==> config.mk <==
export PLATFORM = sky130hd
export DESIGN_NAME = lpcbg_div_cell
export DESIGN_NICKNAME = d
export VERILOG_FILES = /design/src/rtl/lidar_point_camera_box_gate_unit_assert.svh /design/src/rtl/lpcbg_pkg.sv /design/src/rtl/lpcbg_div_cell.sv
export SDC_FILE = /design/constraint.sdc
export NUM_CORES = 1
export LEC_CHECK = 0
export BUFFER_PORTS_ARGS = -buffer_cell sky130_fd_sc_hd__buf_2
export CAP_MARGIN = 15
export CORE_MARGIN = 5
export CORE_UTILIZATION = 54
export DETAILED_ROUTE_END_ITERATION = 10
export PLACE_DENSITY = 0.92
export SLEW_MARGIN = 10
export SYNTH_ARGS = -nofsm -noshare
export SYNTH_HDL_FRONTEND = slang
export SYNTH_SLANG_ARGS = --single-unit
export TNS_END_PERCENT = 5
==> constraint.sdc <==
create_clock -name clk -period 7.7 [get_ports clk]
set_input_delay 0.77 -clock clk [delete_from_list [all_inputs] [get_ports clk]]
set_output_delay 0.77 -clock clk [all_outputs]
set_load 0.02 [all_outputs]
==> src/rtl/lidar_point_camera_box_gate_unit_assert.svh <==
// ----------------------------------------------------------------------------
// Assertion macros for the lidar point camera box gate
// Concurrent checks on clk, compiled out for synthesis; LPCBG_ASSERT is disabled in reset.
// ----------------------------------------------------------------------------
`ifndef LIDAR_POINT_CAMERA_BOX_GATE_UNIT_ASSERT_SVH
`define LIDAR_POINT_CAMERA_BOX_GATE_UNIT_ASSERT_SVH

`ifndef SYNTHESIS
// check held outside reset
`define LPCBG_ASSERT(lbl, prop, msg) \
  lbl: assert property (@(posedge clk) disable iff (rst) prop) else $error(msg);
// check held at every edge, reset included
`define LPCBG_ASSERT_ALWAYS(lbl, prop, msg) \
  lbl: assert property (@(posedge clk) prop) else $error(msg);
`else
`define LPCBG_ASSERT(lbl, prop, msg)
`define LPCBG_ASSERT_ALWAYS(lbl, prop, msg)
`endif

`endif

==> src/rtl/lpcbg_pkg.sv <==
// ----------------------------------------------------------------------------
// lpcbg_pkg
// Widths, constants and types shared by the box gate and its divider cells.
// ----------------------------------------------------------------------------
`timescale 1ns / 1ps
`default_nettype none
package lpcbg_pkg;

  localparam int COORD_W   = 18;
  localparam int FRAC      = 4;            // pixel fraction bits
  localparam int DEN_SHIFT = 8 - FRAC;     // intrinsics carry 8 fraction bits
  localparam int AW        = COORD_W + 1;  // depth and offset sums
  localparam int PIX_W     = 20;
  localparam int NUM_W     = 39;           // projection numerator, signed
  localparam int REM_W     = NUM_W - 1;    // numerator magnitude
  localparam int DEN_W     = COORD_W + DEN_SHIFT; // |w| << DEN_SHIFT
  localparam int QUO_W     = PIX_W + 1;    // one extra bit flags overflow
  localparam int CMP_W     = DEN_W + QUO_W;
  localparam int CROP_W    = 33;

  // intrinsics, 1/256 pixel
  localparam logic signed [19:0] FX_Q8 = 20'sd146949;
  localparam logic signed [19:0] CX_Q8 = 20'sd81459;
  localparam logic signed [19:0] FY_Q8 = 20'sd147263;
  localparam logic signed [19:0] CY_Q8 = 20'sd63121;
  // crop slope 1.5526 as a ratio
  localparam logic signed [15:0] CROP_NUM = 16'sd15526;
  localparam logic signed [15:0] CROP_DEN = 16'sd10000;
  localparam logic signed [COORD_W-1:0] NEAR_MM = COORD_W'(10);

  // register indexes
  typedef enum logic [2:0] {
    REG_OFFSET_X = 3'd0,
    REG_OFFSET_Y = 3'd1,
    REG_OFFSET_Z = 3'd2,
    REG_BOX_LEFT = 3'd3,
    REG_BOX_RIGHT = 3'd4,
    REG_BOX_TOP  = 3'd5,
    REG_BOX_BOTTOM = 3'd6
  } reg_idx_t;

  // per-item data that rides beside the divider cells
  typedef struct packed {
    logic signed [COORD_W-1:0] x;
    logic signed [COORD_W-1:0] y;
    logic signed [COORD_W-1:0] z;
    logic signed [AW-1:0]      w;
    logic                      crop;
    logic                      neg_u;
    logic                      neg_v;
  } side_t;

endpackage
`default_nettype wire

==> src/rtl/lpcbg_div_cell.sv <==
// ----------------------------------------------------------------------------
// lpcbg_div_cell
// One restoring-division step: tries den << K against the remainder and
// sets quotient bit K; registers the result for the next cell.
// ----------------------------------------------------------------------------
`timescale 1ns / 1ps
`default_nettype none
module lpcbg_div_cell #(
  parameter int K = 0
) (
  input  wire logic                      clk,
  input  wire logic                      en,
  input  wire logic [lpcbg_pkg::REM_W-1:0] rem_in,
  input  wire logic [lpcbg_pkg::DEN_W-1:0] den_in,
  input  wire logic [lpcbg_pkg::QUO_W-1:0] quo_in,
  output logic      [lpcbg_pkg::REM_W-1:0] rem,
  output logic      [lpcbg_pkg::DEN_W-1:0] den,
  output logic      [lpcbg_pkg::QUO_W-1:0] quo
);
  import lpcbg_pkg::*;

  logic [CMP_W-1:0] shifted;
  logic             fits;
  logic [REM_W-1:0] rem_next;
  logic [QUO_W-1:0] quo_next;

  // compare and subtract
  always_comb begin
    shifted  = CMP_W'(den_in) << K;
    fits     = CMP_W'(rem_in) >= shifted;
    rem_next = fits ? REM_W'(CMP_W'(rem_in) - shifted) : rem_in;
    quo_next = quo_in;
    quo_next[K] = fits;
  end

  always_ff @(posedge clk) begin
    if (en) begin
      rem <= rem_next;
      den <= den_in;
      quo <= quo_next;
    end
  end

endmodule
`default_nettype wire

==> results of run 1 <==
## layout by cell type, fill, tap and decap left out, drive strengths merged, types with 4 or more instances in the layout
cell    Yosys  layout
a21o        5       5
a21oi      26      26
buf         7     162
clkbuf      6       9
edfxtp     81      81
ha         22      22
inv        30      32
nand2      52      52
nand3       5       5
nand4       5       5
nor2       18      18
nor3        7       7
nor4        5       5
o21ai      37      37
o21bai      4       4
or3         8       8
xnor2      13      13
xor2       19      19
## kinds of logic (layout without fill, tap and decap cells)
kind of cell	after synthesis	count (layout)	share of synthesized area
AOI/OAI and AO/OA	91	91	0.125
xor gates and xnor gates	32	32	0.0640
adders and majority gates	23	23	0.0674
buffers and inverters	43	208	0.0409
DFF	81	81	0.555
muxes	1	1	0.00257
and+or+nand+nor	121	121	0.145
## layout make-up
type | count | area (µm²)
well taps | 102 | 128
repair buffers | 162 | 813
inverters | 30 | 115
flip-flops and latches | 81 | 2430
clock buffers | 9 | 124
multi-input cells | 268 | 1770
clock inverters | 7 | 78.8
fillers | 567 | 2350
## sequential cells by signal (all words and copies together) (netlist names)
register and count:
rem 38, quo 21, den 22
## layer usage
metal	wire length, µm	global-route usage
met4	204	0.0653
met3	932	0.0591
met5	0	0
met2	5490	0.386
met1	4490	0.270
## power by group through the flow
stage	sequential [mW]	combinational, mW	clock, mW
after floorplan	0.622	0.106	0
after global placement	0.559	0.263	0
after detailed placement	0.562	0.270	0
after CTS	0.552	0.271	0.324
after global routing	0.556	0.295	0.346
final	0.552	0.272	0.317
## worst max-delay path: cells and delay by family
kind            cells  cell delay (ns)
xor+xnor            1             0.15
simple gates        6             1.84
buf+inv             2             0.18
compound gates      1             0.90
## per-stage QoR
stage | area, µm² | util | hold WS (ns) | instances | power, mW
finish | 5460 | 0.699 | 0.599 | 659 | 1.14
floorplan | 4380 | - | 0.869 | 392 | 0.729
detailed placement | 5260 | 0.673 | 0.948 | 643 | 0.832
global route | 5460 | 0.699 | 0.568 | 659 | 1.20
CTS | 5460 | 0.699 | 0.587 | 659 | 1.15
global placement | 5260 | 0.673 | 0.947 | 643 | 0.823
## worst paths after layout
check	start	to	slack, ns	cells after the start
max	rem_in[26]	rem[32]	3.92	10
min	quo_in[7]	quo[7]	0.60	1
==> qor.txt, run 1 <==
Outcome: finished, final reports clean
Most used flip-flop cell after synthesis: edfxtp_1
Worst-margin pin slew: 1.09 ns
Leakage: 2.37 nW
Asr flop ratio synth: 0
Routed wire length: 11.1 mm
Crit path launch type: primary input
I/O Buffers: 162
Via count: 3603
Setup_tns: 0 ns
Seq cells post-synth: 81
Routed WL per cell: 16.9 µm
Most instantiated cells after synthesis: edfxtp_1, nand2_1, o21ai_0
Reg clk slew, reported paths: 0.09 ns
Max VDD drop: 0.116 mV
Largest net degree at the start of global routing: 82
Cell taking the most area after synthesis: edfxtp_1
Crit-path most repeated cell: or3_1
Sequential area share after synthesis: 0.555
Vias in the first global route: 3697
Syn nets: 498
RD Place Congestion: 0.894
Sw Share: 0.306
Horiz. Die Dim: 100 µm
Root buffer cell: clkbuf_8
Initial antenna violation count: 0
Crit path max fanout: 47
Crit path kind: primary input to flip-flop
Max Cap Violations: 0
Top-count cell post-synth: edfxtp_1
Vias per Instance: 5.47
Period utilization: 0.491
Total GRT Usage: 0.222
Slew HR: 0.272
Synth top area cells: edfxtp_1, ha_1, nand2_1, o21ai_0, xor2_1
Post_cts resized: 0
# hold bufs at CTS: 0
Die footprint: 0.0100 mm²
Crit path capture type: flip-flop
CP required: 7.79 ns
FMAX: 0.265 GHz
Hold Path Class: primary input to flip-flop
Post-synth top area share: 0.555
Setup bufs post-CTS: 0
Grt total ovfl: 0
Finish-stage setup viols: 0
Pwr/cell area: 209 mW/mm²
CTS tree: done
Post-DP HPWL: 8.56 mm
Post-placement setup slack: 3.57 ns
Critical Path AT: 3.86 ns
Share of post-route cells with drive strength above 1: 0.338
NetSw: 0.349 mW
Slowest cell delay on critical path: 0.90 ns
Count of pins over their slew limit: 0
Clock Tree Buf Depth: 2
Combinational share of power: 0.238
First-pass GRT wire length: 17.7 mm
Nets: 658
Pint: 0.792 mW
Num rows: 32
Synthesized area per cell: 11.2 µm²
Post-layout minimum cycle time: 3.78 ns
Clk sinks: 81
Die height: 100 µm
Syn Std Cell Area: 0.00438 mm²
Diode count: 0
Number of flops mapped to enable cells by yosys: 81
Clock power frac: 0.278
Htree depth: 3
Initial Utilization: 0.561
PnR worst setup slack: 3.92 ns
CTS Buf Count: 9
Area Overhead vs Synth: 24.7%
Detailed-router iteration count before antenna repair: 6
Final Hold Fails: 0
Syn Inst Count: 392
Drt drc: 0
I/O pin total: 164
Post-synth cell types: 52
Seq pwr share: 0.483
RSZ-0062 raised after global routing: false
Core ar.: 0.00781 mm²
Slowest cell on crit path: a21boi_4
CP cell instances: buf_2, or3_1, or3_1, or3_1, nor4b_2, a21boi_4, inv_4, nand4b_2, nor3_1, xor2_1
Synth warn: 0
Final ANT Viol Nets: 0
DRT iter0 DRCs: 161
Note: power is estimated with default switching activity, not from simulation.
==> inputs of run 2 (changes only) <==
Settings changed: CORE_UTILIZATION 54 to 50, PLACE_DENSITY 0.92 to 0.86.
Clock period 7.7 ns to 3.7 ns, I/O delays scaled along.
==> qor.txt, run 2 (synthesis results as in run 1) <==
Outcome: finished, final reports clean
Worst-margin pin slew: 1.03 ns
Die height: 104 µm
Routed WL per cell: 16.1 µm
Final instance area: 0.00552 mm²
Crit path capture type: flip-flop
Seq pwr share: 0.480
Horiz. Die Dim: 104 µm
First-pass GRT wire length: 18.2 mm
Diode count: 0
Clk sinks: 81
Pwr/cell area: 433 mW/mm²
Met3 usage in global routing: 0.0591
Combinational share of power: 0.238
Period utilization: 0.826
Largest net degree at the start of global routing: 82
Setup bufs post-CTS: 0
Via count: 3550
Slew HR: 0.314
Crit path max fanout: 20
NetSw: 0.731 mW
Share of post-route cells with drive strength above 1: 0.345
Initial Utilization: 0.507
DRT iter0 DRCs: 183
Core ar.: 0.00864 mm²
Most common cell after layout, fill and taps aside: buf_2
Detailed-router iteration count before antenna repair: 4
Post_cts resized: 0
CP required: 3.79 ns
PnR worst setup slack: 0.644 ns
Most frequent cells in the layout: buf_2, edfxtp_1, nand2_1
Max Cap Violations: 0
Clock power frac: 0.282
Max VDD drop: 0.294 mV
Htree depth: 3
Post-layout minimum cycle time: 3.06 ns
Die footprint: 0.0107 mm²
CTS tree: done
Regs by FF count: rem: 38 flops, den: 22 flops, quo: 21 flops
Total GRT Usage: 0.203
Largest register FFs: 38
Root buffer cell: clkbuf_8
Num rows: 34
Post-DP HPWL: 8.49 mm
Placed Area: 0.00531 mm²
Setup_tns: 0 ns
Crit path launch type: primary input
Drt drc: 0
Pint: 1.66 mW
CTS Buf Count: 9
Vias in the first global route: 3756
Grt total ovfl: 0
Finish-stage setup viols: 0
GR Util met2: 0.347
RD Place Congestion: 0.909
FMAX: 0.327 GHz
I/O pin total: 164
Nets: 663
Initial antenna violation count: 0
Placed cell count: 654
Vias per Instance: 5.30
Biggest register: rem
Reg clk slew, reported paths: 0.09 ns
Routed wire length: 10.8 mm
I/O Buffers: 162
Hold Path Class: primary input to flip-flop
Area Overhead vs Synth: 26.0%
Smallest hold slack: 0.184 ns
M1 GR Usage: 0.258
GR peak layer: met2
Critical Path AT: 3.15 ns
Final Hold Fails: 0
Pwr Total: 2.39 mW
Fin cells: 670
Clock Tree Buf Depth: 2
Final ANT Viol Nets: 0
RSZ-0062 raised after global routing: false
Leakage: 2.40 nW
# hold bufs at CTS: 0
Crit path kind: primary input to flip-flop
Count of pins over their slew limit: 0
Final Util: 0.639
Post-placement setup slack: 0.249 ns
Sw Share: 0.306
-- run 2: cell types whose count changed in the layout (fill, tap and decap cells not counted), sizes merged --
| cell | previous run | this run |
|---|---|---|
| clkinvlp | 1 | 0 |
| inv | 32 | 34 |
| buf | 162 | 167 |
| clkinv | 3 | 2 |
-- run 2: power by group through the flow --
stage                     registers [mW]  logic (mW)  clock network, mW
after floorplan                     1.30       0.221                  0
after global placement              1.16       0.557                  0
after detailed placement            1.17       0.569                  0
after CTS                           1.15       0.572              0.693
after global routing                1.16       0.623              0.737
final                               1.15       0.569              0.673
-- run 2: worst paths after layout --
kind | from | slack, ns | cells after the start | to
worst max-delay path | rem_in[26] | 0.64 | 10 | rem[36]
worst min-delay path | quo_in[20] | 0.18 | 1 | quo[20]
-- run 2: final cells by class --
cell class	instances	area, µm²
Fill cell	711	3120
Multi-Input combinational cell	268	1770
Clock inverter	7	81.3
Tap cell	108	135
Inverter	30	115
Timing Repair Buffer	167	863
Clock buffer	9	124
Sequential cell	81	2430
-- run 2: worst max-delay path: stages --
cell and delay [ns]:
buf_2 0.11, or3_1 0.45, or3_1 0.41, or3_1 0.41, nor4b_2 0.32, a21boi_4 0.60
inv_4 0.08, nand4b_2 0.17, nor3_1 0.08, xor2_1 0.16
-- run 2: per-layer routing --
metal | routed length [µm] | vias to the layer above
li1 | - | 1755
met1 | 4520 | 1661
met2 | 5400 | 124
met3 | 757 | 10
met4 | 95 | 0
met5 | 0 | -
==> inputs of run 3 (changes only) <==
Settings changed: ABC_AREA from default to 1, CORE_UTILIZATION 50 to 52.
Clock period 3.7 ns to 2.89 ns, I/O delays scaled along.
==> qor.txt, run 3 <==
Core ar.: 0.00977 mm²
Max VDD drop: 0.250 mV
Max Cap Violations: 0
Post-DP HPWL: 11.8 mm
Synth top area cells: edfxtp_1, nand2_1, inv_1, ha_1, nor2_1
Crit path launch type: primary input
Vias per Instance: 4.85
Grt total ovfl: 0
Share of post-route cells with drive strength above 1: 0.242
Top-count cell post-synth: nand2_1
Cell taking the most area after synthesis: edfxtp_1
Period utilization: 0.817
Routed wire length: 14.2 mm
Largest net degree at the start of global routing: 42
Outcome: finished, final reports clean
Total GRT Usage: 0.233
DRT iter0 DRCs: 313
Num rows: 36
Largest register FFs: 38
Hold Path End: quo[15]
RSZ-0062 raised after global routing: false
Most used flip-flop cell after synthesis: edfxtp_1
Finish-stage setup viols: 0
First-pass GRT wire length: 21.7 mm
Initial antenna violation count: 0
RD Place Congestion: 0.917
Post-synth top area share: 0.467
Most common cell after layout, fill and taps aside: nand2_1
Hold depth: 1
CP cell instances: buf_2, inv_1, ha_1, inv_1, fa_1, nand2_1, nand3_2, nand2_1, nand2_1, nand2_1, inv_2, nor2_2, nand2_4, inv_2, buf_12, o21ai_0
Htree depth: 3
Drt drc: 0
Horiz. Die Dim: 110 µm
Setup bufs post-CTS: 0
Pwr/cell area: 475 mW/mm²
Worst-margin pin slew: 0.498 ns
Asr flop ratio synth: 0
Routed WL per cell: 14.4 µm
PnR worst setup slack: 0.529 ns
Hold Path Class: primary input to flip-flop
Post_cts resized: 0
Vias in the first global route: 4468
Syn nets: 780
Most frequent cells in the layout: nand2_1, buf_2, inv_1
Biggest register: rem
CTS tree: done
Clk sinks: 81
Nets: 952
Setup_tns: 0 ns
Crit-path most repeated cell: nand2_1
Crit path max fanout: 31
Synthesized area per cell: 7.73 µm²
Final ANT Viol Nets: 0
Seq cells post-synth: 81
Slowest cell on crit path: fa_1
I/O Buffers: 162
Post-placement setup slack: 0.177 ns
CP required: 2.99 ns
I/O pin total: 164
Diode count: 0
Crit path capture type: flip-flop
Slowest cell delay on critical path: 0.50 ns
Critical Path AT: 2.46 ns
CTS Buf Count: 9
Via count: 4772
Most instantiated cells after synthesis: nand2_1, inv_1, edfxtp_1
Post-synth cell types: 27
Detailed-router iteration count before antenna repair: 5
Leakage: 3.14 nW
# hold bufs at CTS: 0
Syn Inst Count: 674
Initial Utilization: 0.533
Area Overhead vs Synth: 22.4%
Root buffer cell: clkbuf_8
Die height: 110 µm
Number of flops mapped to enable cells by yosys: 81
Hold path start: quo_in[15]
Slew HR: 0.664
Die footprint: 0.0121 mm²
Crit path kind: primary input to flip-flop
Post-layout minimum cycle time: 2.36 ns
Synth warn: 0
FMAX: 0.424 GHz
Syn Std Cell Area: 0.00521 mm²
Count of pins over their slew limit: 0
Sequential area share after synthesis: 0.467
Final Hold Fails: 0
Reg clk slew, reported paths: 0.09 ns
Clock Tree Buf Depth: 2
Regs by FF count: rem: 38 flops, den: 22 flops, quo: 21 flops
[run 3: cell count changes after synthesis, sizes merged, moves of 8 or more]
cell   delta
nand2   +188
inv      +90
nor2     +56
nand3    +39
xor2     -17
o21ai    -15
or3       -8
[run 3: worst max path at each step]
stage	slack [ns]	from	endpoint	depth (start not counted)
global placement	0.27	rem_in[0]	rem[19]	16
CTS	0.54	rem_in[0]	rem[11]	16
floorplan	0.65	rem_in[0]	rem[25]	16
global route	0.36	rem_in[0]	rem[12]	16
finish	0.53	rem_in[0]	rem[12]	16
detailed placement	0.18	rem_in[0]	rem[11]	16
[run 3: layout make-up]
cell class,count,area (µm²)
fillers,873,3390
repair buffers,167,876
clock buffers,9,124
inverters,120,450
clock inverters,7,52.6
flip-flops and latches,81,2430
well taps,133,166
multi-input cells,467,2280
[run 3: critical path: cells and delay by family]
family                   cells  cell delay [ns]
AO/OA/AOI/OAI                1             0.11
buffers and inverters        6             0.58
adder cells (fa/ha/maj)      2             0.63
AND/OR/NAND/NOR              7             0.83
[run 3: cell families after synthesis]
kind of cell,Yosys count,share of synthesized area
xor+xnor,17,0.0286
flops,81,0.467
fa+ha+maj,23,0.0567
compound gates,51,0.0571
simple gates,376,0.295
buf+inv,126,0.0960
[run 3: metal layers]
layer | vias up | share of wire | global-route usage
met5 | - | 0 | 0
met4 | 0 | 0.0088 | 0.0449
met3 | 14 | 0.091 | 0.0507
met2 | 183 | 0.47 | 0.400
met1 | 2096 | 0.43 | 0.306
li1 | 2479 | - | -
[run 3: power by group]
group | leakage (nW) | switching, mW | internal, mW
Combinational | 2.27 | 0.545 | 0.276
Sequential | 0.793 | 0.0267 | 1.44
Clock | 0.0799 | 0.432 | 0.316
Total | 3.14 | 1.00 | 2.03
[run 3: through the flow]
step | utilization | area (µm²) | total power [mW] | hold slack (ns) | instances
after floorplan | - | 5210 | 2.00 | 0.388 | 674
after global placement | 0.635 | 6200 | 2.29 | 0.465 | 968
after detailed placement | 0.635 | 6200 | 2.31 | 0.468 | 968
after CTS | 0.653 | 6380 | 3.05 | 0.0880 | 984
after global routing | 0.653 | 6380 | 3.20 | 0.0835 | 984
final | 0.653 | 6380 | 3.03 | 0.0936 | 984
